File: src/rtl/uart_frame_password_parser_defines.svh
// assertion macros used by the front end of the frame password parser
// needs aclk and aresetn in the scope of each use
`ifndef UART_FRAME_PASSWORD_PARSER_DEFINES_SVH
`define UART_FRAME_PASSWORD_PARSER_DEFINES_SVH

// property checked at every edge out of reset
`define UFPP_ASSERT(lbl, prop, msg) \
    lbl: assert property (@(posedge aclk) disable iff (!aresetn) prop) \
        else $error(msg);

// condition in one cycle implies a condition in the next
`define UFPP_ASSERT_NEXT(lbl, pre, post, msg) \
    lbl: assert property (@(posedge aclk) disable iff (!aresetn) (pre) |=> (post)) \
        else $error(msg);

`endif

File: src/rtl/ufpp_pkg.sv
// types and constants of the frame password parser
// used by every module of the block, no dependencies
package ufpp_pkg;

    localparam int BUF_DEPTH   = 32;
    localparam int MAX_PAYLOAD = 20;
    localparam int ADDR_W      = $clog2(BUF_DEPTH);
    localparam int FILL_W      = $clog2(BUF_DEPTH + 1);
    localparam int FRAME_OVH   = 5;
    localparam int RESULT_CAP  = MAX_PAYLOAD + FRAME_OVH;
    localparam int CNT_W       = $clog2(RESULT_CAP + 1);
    localparam int MAX_DIGITS  = 12;
    localparam int DIGIT_W     = 4;
    localparam int QUEUE_DEPTH = 4;
    localparam int Q_PTR_W     = $clog2(QUEUE_DEPTH);

    localparam logic [7:0] HDR_BYTE    = 8'hAA;
    localparam logic [7:0] TAIL_BYTE   = 8'hBB;
    localparam logic [7:0] PWD_CMD     = 8'h50;
    localparam logic [7:0] PWD_MIN     = 8'd6;
    localparam logic [7:0] PWD_MAX     = 8'd12;
    localparam logic [7:0] DIGIT_LIMIT = 8'd10;

    typedef enum logic [1:0] {
        ACT_NONE  = 2'd0,
        ACT_STORE = 2'd1,
        ACT_CLEAR = 2'd2
    } action_t;

    typedef struct packed {
        action_t                           action;
        logic [DIGIT_W-1:0]                pass_len;
        logic [MAX_DIGITS*DIGIT_W-1:0]     pass_digits;
        logic [7:0]                        echo_byte;
        logic                              last;
    } echo_item_t;

    typedef enum logic [3:0] {
        ST_IDLE,
        ST_HDR_RD,
        ST_HDR_CHK,
        ST_LEN_CHK,
        ST_SWP_RD,
        ST_SWP_ACC,
        ST_EVAL,
        ST_ECHO_RD,
        ST_ECHO_PUSH
    } scan_state_t;

endpackage

File: src/rtl/ufpp_front.sv
// front end: frame buffer memory and the scanner that validates frames
// depends on ufpp_pkg and the assertion macro header
`include "uart_frame_password_parser_defines.svh"

module ufpp_front (
    input  logic                aclk,
    input  logic                aresetn,
    input  logic                s_tvalid,
    output logic                s_tready,
    input  logic [7:0]          s_tdata,
    output logic                q_push,
    output ufpp_pkg::echo_item_t q_item,
    input  logic                q_full
);

    logic [7:0]                    mem [ufpp_pkg::BUF_DEPTH];
    logic [7:0]                    rd_data_reg;
    logic [ufpp_pkg::ADDR_W-1:0]   rd_off;

    ufpp_pkg::scan_state_t         state_reg, state_next;
    logic [ufpp_pkg::ADDR_W-1:0]   head_reg, head_next;
    logic [ufpp_pkg::FILL_W-1:0]   fill_reg, fill_next;
    logic [ufpp_pkg::FILL_W-1:0]   total_reg, total_next;
    logic [ufpp_pkg::ADDR_W-1:0]   idx_reg, idx_next;
    logic [7:0]                    xor_reg, xor_next;
    logic [7:0]                    chk_reg, chk_next;
    logic [7:0]                    tail_reg, tail_next;
    logic [7:0]                    cmd_reg, cmd_next;
    logic [7:0]                    p_reg, p_next;
    logic                          ok_reg, ok_next;
    logic [ufpp_pkg::MAX_DIGITS*ufpp_pkg::DIGIT_W-1:0] digits_reg, digits_next;
    ufpp_pkg::action_t             act_reg, act_next;
    logic [ufpp_pkg::CNT_W-1:0]    res_cnt_reg, res_cnt_next;

    logic                          accept;
    logic [ufpp_pkg::FILL_W-1:0]   idx_ext;
    logic [ufpp_pkg::FILL_W-1:0]   total_m1;
    logic [ufpp_pkg::FILL_W-1:0]   total_m2;
    logic [8:0]                    len9;
    logic [7:0]                    dig_pos;
    logic                          is_store;

    assign accept   = s_tvalid && s_tready;
    assign idx_ext  = ufpp_pkg::FILL_W'(idx_reg);
    assign total_m1 = total_reg - ufpp_pkg::FILL_W'(1);
    assign total_m2 = total_reg - ufpp_pkg::FILL_W'(2);
    assign len9     = {1'b0, rd_data_reg};
    assign dig_pos  = 8'(idx_reg) - 8'd4;

    // buffer is a ring: pointers wrap at the power-of-two depth
    always_ff @(posedge aclk) begin
        if (accept && (fill_reg < ufpp_pkg::FILL_W'(ufpp_pkg::BUF_DEPTH))) begin
            mem[head_reg + fill_reg[ufpp_pkg::ADDR_W-1:0]] <= s_tdata;
        end
        rd_data_reg <= mem[head_reg + rd_off];
    end

    always_ff @(posedge aclk) begin
        if (!aresetn) begin
            state_reg   <= ufpp_pkg::ST_IDLE;
            head_reg    <= '0;
            fill_reg    <= '0;
            res_cnt_reg <= '0;
        end else begin
            state_reg   <= state_next;
            head_reg    <= head_next;
            fill_reg    <= fill_next;
            res_cnt_reg <= res_cnt_next;
        end
    end

    always_ff @(posedge aclk) begin
        total_reg  <= total_next;
        idx_reg    <= idx_next;
        xor_reg    <= xor_next;
        chk_reg    <= chk_next;
        tail_reg   <= tail_next;
        cmd_reg    <= cmd_next;
        p_reg      <= p_next;
        ok_reg     <= ok_next;
        digits_reg <= digits_next;
        act_reg    <= act_next;
    end

    always_comb begin
        state_next   = state_reg;
        head_next    = head_reg;
        fill_next    = fill_reg;
        total_next   = total_reg;
        idx_next     = idx_reg;
        xor_next     = xor_reg;
        chk_next     = chk_reg;
        tail_next    = tail_reg;
        cmd_next     = cmd_reg;
        p_next       = p_reg;
        ok_next      = ok_reg;
        digits_next  = digits_reg;
        act_next     = act_reg;
        res_cnt_next = res_cnt_reg;
        rd_off       = idx_reg;
        s_tready     = 1'b0;
        q_push       = 1'b0;
        is_store     = 1'b0;

        q_item.action      = (idx_reg == '0) ? act_reg : ufpp_pkg::ACT_NONE;
        q_item.pass_len    = (idx_reg == '0 && act_reg == ufpp_pkg::ACT_STORE)
                             ? p_reg[ufpp_pkg::DIGIT_W-1:0] : '0;
        q_item.pass_digits = (idx_reg == '0 && act_reg == ufpp_pkg::ACT_STORE)
                             ? digits_reg : '0;
        q_item.echo_byte   = rd_data_reg;
        q_item.last        = (idx_ext == total_m1);

        unique case (state_reg)
            ufpp_pkg::ST_IDLE: begin
                s_tready = 1'b1;
                if (accept) begin
                    if (fill_reg < ufpp_pkg::FILL_W'(ufpp_pkg::BUF_DEPTH)) begin
                        fill_next = fill_reg + ufpp_pkg::FILL_W'(1);
                    end
                    res_cnt_next = '0;
                    state_next   = ufpp_pkg::ST_HDR_RD;
                end
            end
            ufpp_pkg::ST_HDR_RD: begin
                rd_off = '0;
                if (fill_reg == '0) begin
                    state_next = ufpp_pkg::ST_IDLE;
                end else begin
                    state_next = ufpp_pkg::ST_HDR_CHK;
                end
            end
            ufpp_pkg::ST_HDR_CHK: begin
                rd_off = ufpp_pkg::ADDR_W'(1);
                if (rd_data_reg != ufpp_pkg::HDR_BYTE) begin
                    head_next  = head_reg + ufpp_pkg::ADDR_W'(1);
                    fill_next  = fill_reg - ufpp_pkg::FILL_W'(1);
                    state_next = ufpp_pkg::ST_HDR_RD;
                end else if (fill_reg < ufpp_pkg::FILL_W'(2)) begin
                    state_next = ufpp_pkg::ST_IDLE;
                end else begin
                    state_next = ufpp_pkg::ST_LEN_CHK;
                end
            end
            ufpp_pkg::ST_LEN_CHK: begin
                if ((len9 > 9'(ufpp_pkg::MAX_PAYLOAD)) ||
                    (len9 + 9'(ufpp_pkg::FRAME_OVH) > 9'(ufpp_pkg::BUF_DEPTH))) begin
                    head_next  = head_reg + ufpp_pkg::ADDR_W'(1);
                    fill_next  = fill_reg - ufpp_pkg::FILL_W'(1);
                    state_next = ufpp_pkg::ST_HDR_RD;
                end else begin
                    total_next = ufpp_pkg::FILL_W'(len9 + 9'(ufpp_pkg::FRAME_OVH));
                    if (fill_reg < ufpp_pkg::FILL_W'(len9 + 9'(ufpp_pkg::FRAME_OVH))) begin
                        state_next = ufpp_pkg::ST_IDLE;
                    end else begin
                        idx_next    = ufpp_pkg::ADDR_W'(1);
                        xor_next    = '0;
                        ok_next     = 1'b1;
                        digits_next = '0;
                        state_next  = ufpp_pkg::ST_SWP_RD;
                    end
                end
            end
            ufpp_pkg::ST_SWP_RD: begin
                state_next = ufpp_pkg::ST_SWP_ACC;
            end
            ufpp_pkg::ST_SWP_ACC: begin
                // one frame byte per visit: checksum, fields and digits
                if (idx_ext < total_m2) begin
                    xor_next = xor_reg ^ rd_data_reg;
                end
                if (idx_ext == total_m2) begin
                    chk_next = rd_data_reg;
                end
                if (idx_ext == total_m1) begin
                    tail_next = rd_data_reg;
                end
                if (idx_reg == ufpp_pkg::ADDR_W'(2)) begin
                    cmd_next = rd_data_reg;
                end
                if (idx_reg == ufpp_pkg::ADDR_W'(3)) begin
                    p_next = rd_data_reg;
                end
                if ((idx_reg >= ufpp_pkg::ADDR_W'(4)) && (dig_pos < p_reg)) begin
                    if (rd_data_reg >= ufpp_pkg::DIGIT_LIMIT) begin
                        ok_next = 1'b0;
                    end
                    for (int k = 0; k < ufpp_pkg::MAX_DIGITS; k++) begin
                        if (dig_pos == 8'(k)) begin
                            digits_next[k*ufpp_pkg::DIGIT_W +: ufpp_pkg::DIGIT_W] =
                                rd_data_reg[ufpp_pkg::DIGIT_W-1:0];
                        end
                    end
                end
                if (idx_ext == total_m1) begin
                    state_next = ufpp_pkg::ST_EVAL;
                end else begin
                    idx_next   = idx_reg + ufpp_pkg::ADDR_W'(1);
                    state_next = ufpp_pkg::ST_SWP_RD;
                end
            end
            ufpp_pkg::ST_EVAL: begin
                is_store = (p_reg >= ufpp_pkg::PWD_MIN) && (p_reg <= ufpp_pkg::PWD_MAX)
                           && ok_reg && (9'(p_reg) + 9'd4 <= 9'(total_reg));
                if ((tail_reg != ufpp_pkg::TAIL_BYTE) || (chk_reg != xor_reg)) begin
                    head_next  = head_reg + ufpp_pkg::ADDR_W'(1);
                    fill_next  = fill_reg - ufpp_pkg::FILL_W'(1);
                    state_next = ufpp_pkg::ST_HDR_RD;
                end else if (cmd_reg != ufpp_pkg::PWD_CMD) begin
                    head_next  = head_reg + total_reg[ufpp_pkg::ADDR_W-1:0];
                    fill_next  = fill_reg - total_reg;
                    state_next = ufpp_pkg::ST_HDR_RD;
                end else begin
                    if (p_reg == 8'd0) begin
                        act_next = ufpp_pkg::ACT_CLEAR;
                    end else if (is_store) begin
                        act_next = ufpp_pkg::ACT_STORE;
                    end else begin
                        act_next = ufpp_pkg::ACT_NONE;
                    end
                    idx_next   = '0;
                    state_next = ufpp_pkg::ST_ECHO_RD;
                end
            end
            ufpp_pkg::ST_ECHO_RD: begin
                state_next = ufpp_pkg::ST_ECHO_PUSH;
            end
            ufpp_pkg::ST_ECHO_PUSH: begin
                // past the per-item result cap the frame is consumed silently
                if (res_cnt_reg < ufpp_pkg::CNT_W'(ufpp_pkg::RESULT_CAP)) begin
                    if (!q_full) begin
                        q_push       = 1'b1;
                        res_cnt_next = res_cnt_reg + ufpp_pkg::CNT_W'(1);
                    end
                end
                if (q_push || (res_cnt_reg >= ufpp_pkg::CNT_W'(ufpp_pkg::RESULT_CAP))) begin
                    if (idx_ext == total_m1) begin
                        head_next  = head_reg + total_reg[ufpp_pkg::ADDR_W-1:0];
                        fill_next  = fill_reg - total_reg;
                        state_next = ufpp_pkg::ST_HDR_RD;
                    end else begin
                        idx_next   = idx_reg + ufpp_pkg::ADDR_W'(1);
                        state_next = ufpp_pkg::ST_ECHO_RD;
                    end
                end
            end
            default: begin
                state_next = ufpp_pkg::ST_IDLE;
            end
        endcase
    end

    `UFPP_ASSERT(a_fill_bound, fill_reg <= ufpp_pkg::FILL_W'(ufpp_pkg::BUF_DEPTH), "fill above depth")
    `UFPP_ASSERT(a_push_room, q_push |-> !q_full, "push into a full queue")
    `UFPP_ASSERT(a_result_cap, q_push |-> (res_cnt_reg < ufpp_pkg::CNT_W'(ufpp_pkg::RESULT_CAP)), "result cap exceeded")
    `UFPP_ASSERT_NEXT(a_scan_after_accept, accept, state_reg == ufpp_pkg::ST_HDR_RD, "no scan after item")

endmodule

File: src/rtl/ufpp_queue.sv
// short queue of echo items between scanner and output stage
// depends on ufpp_pkg
module ufpp_queue (
    input  logic                 aclk,
    input  logic                 aresetn,
    input  logic                 push,
    input  ufpp_pkg::echo_item_t push_item,
    output logic                 full,
    input  logic                 pop,
    output ufpp_pkg::echo_item_t pop_item,
    output logic                 empty
);

    ufpp_pkg::echo_item_t               slots [ufpp_pkg::QUEUE_DEPTH];
    logic [ufpp_pkg::Q_PTR_W-1:0]       wr_ptr_reg, wr_ptr_next;
    logic [ufpp_pkg::Q_PTR_W-1:0]       rd_ptr_reg, rd_ptr_next;
    logic [ufpp_pkg::Q_PTR_W:0]         count_reg, count_next;

    assign full     = (count_reg == (ufpp_pkg::Q_PTR_W + 1)'(ufpp_pkg::QUEUE_DEPTH));
    assign empty    = (count_reg == '0);
    assign pop_item = slots[rd_ptr_reg];

    always_comb begin
        wr_ptr_next = wr_ptr_reg;
        rd_ptr_next = rd_ptr_reg;
        count_next  = count_reg;
        if (push && !full) begin
            wr_ptr_next = wr_ptr_reg + ufpp_pkg::Q_PTR_W'(1);
        end
        if (pop && !empty) begin
            rd_ptr_next = rd_ptr_reg + ufpp_pkg::Q_PTR_W'(1);
        end
        if ((push && !full) && !(pop && !empty)) begin
            count_next = count_reg + (ufpp_pkg::Q_PTR_W + 1)'(1);
        end else if (!(push && !full) && (pop && !empty)) begin
            count_next = count_reg - (ufpp_pkg::Q_PTR_W + 1)'(1);
        end
    end

    always_ff @(posedge aclk) begin
        if (push && !full) begin
            slots[wr_ptr_reg] <= push_item;
        end
    end

    always_ff @(posedge aclk) begin
        if (!aresetn) begin
            wr_ptr_reg <= '0;
            rd_ptr_reg <= '0;
            count_reg  <= '0;
        end else begin
            wr_ptr_reg <= wr_ptr_next;
            rd_ptr_reg <= rd_ptr_next;
            count_reg  <= count_next;
        end
    end

endmodule

File: src/rtl/ufpp_back.sv
// back end: output register that drives the result stream from the queue
// depends on ufpp_pkg
module ufpp_back (
    input  logic                 aclk,
    input  logic                 aresetn,
    input  ufpp_pkg::echo_item_t q_item,
    input  logic                 q_empty,
    output logic                 q_pop,
    output logic                 m_tvalid,
    input  logic                 m_tready,
    output logic [63:0]          m_tdata,
    output logic                 m_tlast
);

    ufpp_pkg::echo_item_t out_reg;
    logic                 valid_reg;

    // load when the register is empty or its item is being taken
    assign q_pop = !q_empty && (!valid_reg || m_tready);

    always_ff @(posedge aclk) begin
        if (!aresetn) begin
            valid_reg <= 1'b0;
        end else if (q_pop) begin
            valid_reg <= 1'b1;
        end else if (m_tready) begin
            valid_reg <= 1'b0;
        end
    end

    always_ff @(posedge aclk) begin
        if (q_pop) begin
            out_reg <= q_item;
        end
    end

    assign m_tvalid = valid_reg;
    assign m_tdata  = {2'b00, out_reg.echo_byte, out_reg.pass_digits,
                       out_reg.pass_len, out_reg.action};
    assign m_tlast  = out_reg.last;

endmodule

File: src/rtl/uart_frame_password_parser.sv
// Frame password parser: received bytes in, echoed password frames out.
// Input stream carries one byte per item on s_tdata[7:0]; s_tready is high
// only while the scanner is idle, one item at a time.
// Frames are 0xAA, length, command, payload, xor check, 0xBB. Bad bytes are
// dropped from the front of the buffer and the rest rescanned.
// Output stream gives one item per byte of a valid password frame; the
// first item carries action, length and digits, m_tlast marks the last byte.
// A complete frame is checked one byte at a time (single read port of the
// 32-byte buffer memory), then echoed one byte at a time while the queue
// has room; a rescan after a bad frame can walk the buffer several times.
// An echo item is pushed into the 4-deep queue and then loaded into the
// output register, which drives m_tvalid. A stalled receiver fills the
// queue and then holds the scanner; input is not taken until all results
// of the item are queued.
// Reset (aresetn low, synchronous) empties buffer, queue and output register.
// Buffer contents need no clearing pass.
// depends on ufpp_pkg, ufpp_front, ufpp_queue, ufpp_back
module uart_frame_password_parser (
    input  logic        aclk,
    input  logic        aresetn,
    input  logic        s_tvalid,
    output logic        s_tready,
    input  logic [7:0]  s_tdata,   // [7:0] rx_byte
    output logic        m_tvalid,
    input  logic        m_tready,
    output logic [63:0] m_tdata,   // [1:0] action, [5:2] pass_len, [53:6] pass_digits,
                                   // [61:54] echo_byte, [63:62] zero
    output logic        m_tlast
);

    logic                 q_push;
    logic                 q_full;
    logic                 q_pop;
    logic                 q_empty;
    ufpp_pkg::echo_item_t push_item;
    ufpp_pkg::echo_item_t pop_item;

    ufpp_front u_front (
        .aclk     (aclk),
        .aresetn  (aresetn),
        .s_tvalid (s_tvalid),
        .s_tready (s_tready),
        .s_tdata  (s_tdata),
        .q_push   (q_push),
        .q_item   (push_item),
        .q_full   (q_full)
    );

    ufpp_queue u_queue (
        .aclk      (aclk),
        .aresetn   (aresetn),
        .push      (q_push),
        .push_item (push_item),
        .full      (q_full),
        .pop       (q_pop),
        .pop_item  (pop_item),
        .empty     (q_empty)
    );

    ufpp_back u_back (
        .aclk     (aclk),
        .aresetn  (aresetn),
        .q_item   (pop_item),
        .q_empty  (q_empty),
        .q_pop    (q_pop),
        .m_tvalid (m_tvalid),
        .m_tready (m_tready),
        .m_tdata  (m_tdata),
        .m_tlast  (m_tlast)
    );

endmodule

File: config.mk
export PLATFORM = sky130hd
export DESIGN_NAME = uart_frame_password_parser
export DESIGN_NICKNAME = d
export VERILOG_FILES = /design/src/rtl/ufpp_pkg.sv /design/src/rtl/ufpp_front.sv /design/src/rtl/ufpp_queue.sv /design/src/rtl/ufpp_back.sv /design/src/rtl/uart_frame_password_parser.sv
export VERILOG_INCLUDE_DIRS = /design/src /design/src/rtl
export SDC_FILE = /design/constraint.sdc
export NUM_CORES = 1
export LEC_CHECK = 0
export ABC_AREA = 1
export BUFFER_PORTS_ARGS = -buffer_cell sky130_fd_sc_hd__buf_2
export CELL_PAD_IN_SITES_DETAIL_PLACEMENT = 1
export CELL_PAD_IN_SITES_GLOBAL_PLACEMENT = 1
export CORE_ASPECT_RATIO = 1.4
export CORE_MARGIN = 2
export CORE_UTILIZATION = 51
export DETAILED_ROUTE_END_ITERATION = 16
export PLACE_DENSITY = 0.78
export SLEW_MARGIN = 20
export SYNTH_ARGS = -nofsm -noshare
export SYNTH_HDL_FRONTEND = slang
export SYNTH_SLANG_ARGS = --single-unit
File: constraint.sdc
create_clock -name aclk -period 7.61 [get_ports aclk]
set_input_delay 1.1415 -clock aclk [delete_from_list [all_inputs] [get_ports aclk]]
set_output_delay 1.1415 -clock aclk [all_outputs]
set_load 0.05 [all_outputs]
==> reports/metrics.cfg, run 1 <==
[yosys]
synth_area_leaders=edfxtp_1 (68%), nor2_1 (5.7%), o21ai_0 (5.6%)
ys_seq_area_share_pct=70.5
async_flop_share_pct=0
avgSynthCellArea_sq_um=12.0
yosysTopAreaCell=edfxtp_1
ys_types=45
ys.flop_type=edfxtp_1
synth_edf_count=673
yosysWarnings=0
yosysTopAreaCellShare_pct=68.0
yosys_register_bits=709
netlist_instances=2470
netlist_area_sq_um=29700

[timing]
slew_headroom_pct=22.1
period_minus_slack_ns=4.47
setup_viol_count_final=0
clock.fmax_mhz=224
final_hold_viol_count=0
rsz0062_at_grt=no
post-route-period-util_pct=58.8
fin_ws_ns=3.14
skew_ns=0.0350
tightestPinTransition_ns=1.16
drv_slew=0
setup_tns_ns=0

[clock_network]
h-tree-depth=3
insertion_delay_ns=0.62
cts_hold_buf=0
cts_root_buf=clkbuf_16
post_cts_resized=0
cts_tree=built
clock_path_buffers=3
clkSinkCount=709
clk_pin_slew_ns=0.07
cts_buffers=69
cts_setup_buffers=0

[worst_setup_path]
worstSetupEndpointType=flip-flop
path_max_fanout=77
cp_cell_sequence=nor2_1, inv_1, nor3_1, nor2_1, inv_1, nor2_1, fa_4, buf_4, o21ai_0, o22ai_1, nand2_1, o21ai_0, inv_1, o21ai_0, nand2_1, o21ai_0
start_kind=flip-flop
crit_path_top_delay_cell=fa_4
slowest_delay_ns=1.18
required_ns=8.16
crit_type=reg -> reg
crit_top_cell=o21ai_0
worstPathArrival_ns=5.03

[status]
outcome=finished, final reports clean

[placement]
post-place-ws_ns=3.16
place_congestion=0.884
place_inst=3206
hpwl_mm=49.7
port-buffer-count=76

[layout]
layoutNonFillerInstCount=3331
nets=2621
insertedDiodeCount=0
drive_above_1_share_pct=9.50
largest_reg_flops=256
area_delta_synth_final_pct=11.6
fillerInstances=5772

[power]
swShare_pct=33.3
clkPwrFrac_pct=32.1
p_int_mw=7.26
cellPowerDensity_nw_per_um2=328
finalPower_mw=10.9
seq_power_share_pct=45.3
power.switching_mw=3.62
p_comb_share_pct=22.6
p_leak_nw=11.9
irDropWorstVdd_v=0.000218

[grt]
grt_pass1_vias=21300
grt_max_degree=99
grt_antenna_before_repair=0
grt_pass1_wl_mm=120
overflow=0
track_usage_pct=25.9

[route]
wl_per_cell_um=23.4
routed_wl_mm=77.9
antenna_left=0
drc=0
via_per_inst=5.81
num_vias=19300
first_pass_iters=7
first_iter_violations=1313

[worst_hold_path]
hold_class=reg -> reg

[floorplan]
die_h_um=290
die_x_um=208
fp.dieArea_sq_um=60200
start_util_pct=51.6
core-area_sq_um=57500
ios=79
rows=104

[job]
cap_violations=0

-- worst paths after layout --
check / startpoint / to / slack (ns) / cells past startpoint
max: u_front.state_reg[2]$_SDFFE_PN0P_ / u_front.rd_data_reg[7]$_DFF_P_ / 3.14 / 16
min: u_front.res_cnt_reg[4]$_SDFFE_PN0P_ / u_front.res_cnt_reg[4]$_SDFFE_PN0P_ / 0.45 / 2
max reg2reg: u_front.state_reg[2]$_SDFFE_PN0P_ / u_front.rd_data_reg[7]$_DFF_P_ / 3.14 / 16
min reg2reg: u_front.res_cnt_reg[4]$_SDFFE_PN0P_ / u_front.res_cnt_reg[4]$_SDFFE_PN0P_ / 0.45 / 2
-- layer usage --
metal	wire length, um	vias to the layer above	global-route usage [%]
met5	0	-	0
li1	-	8803	-
met4	3500	0	13.4
met3	2750	210	3.22
met2	43400	493	50.2
met1	28200	9839	27.5
-- critical path: cells and delay by family (launching register included) --
| family | cells | cell delay [ns] |
|---|---|---|
| adders and majority gates | 1 | 1.18 |
| and+or+nand+nor | 6 | 1.01 |
| buffers and inverters | 4 | 1.00 |
| AOI/OAI and AO/OA | 5 | 0.88 |
| DFF | 1 | 0.33 |
-- power by group through the flow --
| stage | sequential, mW | combinational [mW] | clock [mW] |
|---|---|---|---|
| floorplan | 5.54 | 1.11 | 0 |
| global route | 4.95 | 2.65 | 3.66 |
| CTS | 4.93 | 2.47 | 3.52 |
| global placement | 4.98 | 2.32 | 0 |
| finish | 4.93 | 2.46 | 3.49 |
| detailed placement | 5.01 | 2.44 | 0 |
-- cell families (layout without fill, tap and decap cells) --
family          count (synthesis)  after routing  synth area share (%)
fa+ha+maj                      74             74                  3.24
buf+inv                       335            453                  4.36
xor+xnor                       42             42                  1.26
simple gates                  765            765                  10.3
mux                            32             32                  1.11
flops                         709            709                  70.5
compound gates                512            512                  9.23
other cells                     1              2                0.0126
-- cell type report --
class	count	area (sq um)	share of cell area, %
multi-input cells	1427	7570	22.8
repair buffers	99	553	1.67
flip-flops and latches	709	20900	63.1
well taps	742	928	2.80
clock inverters	43	447	1.35
clock buffers	82	1860	5.60
inverters	229	861	2.60
-- cells in the final DEF (no fill, tap or decap), types with 3 or more instances in the layout --
cell        count
nor4_1          5
bufinv_16       8
clkbuf_1        7
clkinv_4        3
dfxtp_1        34
a21oi_1        54
edfxtp_1      673
fa_1            4
nand2_1       221
buf_2          76
nor2_1        446
o21ai_0       330
mux2_2          8
buf_4          23
or2_2           5
nor3_1         14
inv_2           7
o22ai_1        88
ha_1           68
clkinv_2       12
clkinvlp_4      3
inv_1         220
xor2_1         22
clkinv_1       15
mux2i_1        24
clkbuf_16      71
nor2_4          8
nand3_1        47
nand4_1         8
o21ai_1        18
xnor2_1        17
clkbuf_8        4
o32ai_1         8
-- per-stage QoR --
step           utilization, %  area, sq um  hold WS [ns]
2_1_floorplan               -        29700         0.429
3_3_place_gp             53.6        30800         0.441
3_5_place_dp             53.6        30800         0.448
4_1_cts                  57.6        33100         0.457
5_1_grt                  57.6        33200         0.485
6_report                 57.6        33200         0.455
-- cell usage after synthesis, types with 2 or more instances --
cell type,number
edfxtp_1,673
nor2_1,451
o21ai_0,330
inv_1,221
nand2_1,221
o22ai_1,88
clkbuf_1,79
ha_1,69
a21oi_1,54
nand3_1,47
dfxtp_1,36
mux2i_1,24
xor2_1,23
o21ai_1,18
xnor2_1,18
buf_2,15
nor3_1,15
mux2_2,8
nand4_1,8
o32ai_1,8
buf_1,7
inv_2,7
buf_4,5
fa_1,5
nor4_1,5
or2_2,5
nor2_4,4
a31oi_1,3
a311oi_1,2
and3_1,2
nand3b_1,2
o211ai_1,2
o221ai_1,2
o31ai_1,2
Power figures use the tool's default switching activity.
==> run 2, diff against run 1 <==
Settings changed: CORE_UTILIZATION 51 to 46, PLACE_DENSITY 0.78 to 0.74.
Clock period 7.61 ns to 3.6 ns, I/O delays scaled along.
==> reports/metrics.cfg, run 2 (synthesized netlist as in run 1, its figures left out) <==
[clock_network]
h-tree-depth=3  ; unchanged
insertion_delay_ns=0.63  ; about the same
clkSinkCount=709  ; unchanged
cts_root_buf=clkbuf_16
cts_tree=built
cts_buffers=68  ; -1.4%
clock_path_buffers=3  ; unchanged
clk_pin_slew_ns=0.06  ; about the same

[worst_setup_path]
start_kind=flip-flop
worstSetupEndpointType=flip-flop
r2r_slack_ns=0.13  ; -3.01 ns
path_max_fanout=45  ; -42%
crit_path_top_delay_cell=fa_4
slowest_delay_ns=0.89  ; -0.29 ns
crit_cells=16  ; unchanged
cp_cell_sequence=nor2_1, inv_1, nor2_2, nor2_1, inv_1, nor2_2, fa_4, buf_12, o21ai_0, o22ai_1, inv_1, o21ai_0, nand2_1, o21ai_0, nand2_1, o21ai_1
worstPathArrival_ns=4.02  ; -1.01 ns
crit_buf_inv=4  ; unchanged
required_ns=4.15  ; -4.01 ns
crit_start=u_front.state_reg[2]$_SDFFE_PN0P_
reg2regPathDepth=16  ; unchanged
crit_type=reg -> reg
r2r-start=u_front.state_reg[2]$_SDFFE_PN0P_
cp_top_family=adder cells
r2r-end=u_front.rd_data_reg[5]$_DFF_P_

[power]
swShare_pct=33.6  ; +0.32 points
p_comb_share_pct=24.0  ; +1.4 points
clkPwrFrac_pct=30.9  ; -1.2 points
p_leak_nw=12.3  ; +3.1%
p_int_mw=15.1  ; +110%
cellPowerDensity_nw_per_um2=670  ; +100%
power.switching_mw=7.63  ; +110%
irDropWorstVdd_v=0.000580  ; +170%
seq_power_share_pct=45.0  ; -0.3 points

[route]
wl_per_cell_um=22.3  ; -4.6%
routed_wl_mm=78.0  ; +0.21%
num_vias=19400  ; +0.24%
via_per_inst=5.54  ; -4.5%
first_iter_violations=1125  ; -14%
first_pass_iters=5  ; -2
antenna_left=0  ; unchanged
drc=0  ; unchanged

[grt]
grt_antenna_before_repair=0  ; unchanged
track_usage_pct=23.4  ; -2.5 points
grt_max_degree=80  ; -19%
grt_pass1_vias=20900  ; -1.7%
grt_pass1_wl_mm=118  ; -1.7%
overflow=0  ; unchanged

[floorplan]
fp.dieArea_sq_um=66700  ; +11%
rows=110  ; +5.8%
die_x_um=219  ; +5.2%
core-area_sq_um=64100  ; +12%
start_util_pct=46.3  ; -5.3 points
ios=79  ; unchanged
die_h_um=305  ; +5.2%

[timing]
drv_slew=0  ; unchanged
skew_ns=0.0251  ; -0.00990 ns
hold_slack_ns=0.300  ; -0.155 ns
post-route-period-util_pct=96.4  ; +38 points
tightestPinTransition_ns=0.949  ; -0.209 ns
setup_viol_count_final=0  ; unchanged
period_minus_slack_ns=3.47  ; -1.00 ns
clock.fmax_mhz=288  ; +29%
fin_ws_ns=0.129  ; -3.01 ns
setup_tns_ns=0  ; unchanged
slew_headroom_pct=36.2  ; +14 points
final_hold_viol_count=0  ; unchanged

[layout]
insertedDiodeCount=0  ; unchanged
layout_common_cells=edfxtp_1 (673), nor2_1 (445), o21ai_0 (323)
fin_util_pct=52.9  ; -4.8 points
largest_reg_flops=256  ; unchanged
area_delta_synth_final_pct=14.2
final_common_cell=edfxtp_1
drive_above_1_share_pct=11.9  ; +2.3 points
nets=2692  ; +2.7%

[worst_hold_path]
min-delay-start=m_tready
whs_path_depth=4  ; +2
holdPathEnd=u_back.m_tvalid$_SDFFE_PN0P_
hold_class=in -> reg

[placement]
post-place-ws_ns=-0.146  ; -3.30 ns
port-buffer-count=76  ; unchanged
hpwl_mm=50.0  ; +0.63%
place_congestion=0.855  ; -3.3%

[job]
cap_violations=0  ; unchanged

[status]
outcome=finished, final reports clean

-- run 2: cell count changes in the layout (fill, tap and decap cells not counted), sizes merged --
| cell | change |
|---|---|
| clkinvlp | +2 |
| clkinv | -7 |
| bufinv | -3 |
| buf | +71 |
| clkbuf | +2 |
| inv | +4 |
-- run 2: how the worst max path moves through the flow --
| stage | endpoint | slack (ns) |
|---|---|---|
| CTS | u_front.rd_data_reg[3]$_DFF_P_ | 0.02 |
| global placement | u_front.rd_data_reg[6]$_DFF_P_ | -0.14 |
| floorplan | u_queue.slots[0][0]$_DFFE_PP_ | -0.62 |
| finish | u_front.rd_data_reg[5]$_DFF_P_ | 0.13 |
| detailed placement | u_front.rd_data_reg[6]$_DFF_P_ | -0.15 |
| global route | u_front.rd_data_reg[2]$_DFF_P_ | -0.05 |
-- run 2: repair_timing --
item,in CTS,in global routing
resized for setup,3,16
setup endpoints to repair,4,8
pin swaps,0,1
buffers inserted,0,0
hold buffers,0,0
gates cloned,0,1
-- run 2: through the flow --
stage	instance area [sq um]	total power, mW	cells
floorplan	29700	14.0	2471
finish	33900	22.7	3498
global route	33900	23.6	3498
detailed placement	31700	15.8	3375
CTS	33800	22.9	3497
global placement	31700	15.6	3375
-- run 2: tightest hold or removal path, cell delays in order --
cell     delay, ns
buf_2         0.08
nor2_1        0.06
o21ai_0       0.16
inv_1         0.04
-- run 2: cell type report --
class	count	area (sq um)
timing repair buffer	171	1300
clock inverter	39	408
clock buffer	83	1760
multi-input combinational	1427	7590
sequential	709	20900
inverter	229	861
fill	6604	30200
tap	840	1050
-- run 2: per-layer routing --
metal / wire length [um] / global-route usage [%]
met1: 28100 / 24.2
met2: 44300 / 46.5
met3: 2740 / 2.82
met4: 2870 / 9.51
met5: 0 / 0
-- run 2: power by group through the flow --
stage	sequential (mW)	clock, mW	combinational, mW
5_1_grt	10.3	7.41	5.89
3_5_place_dp	10.4	0	5.43
6_report	10.2	7.04	5.46
2_1_floorplan	11.7	0	2.35
4_1_cts	10.3	7.16	5.47
3_3_place_gp	10.4	0	5.23
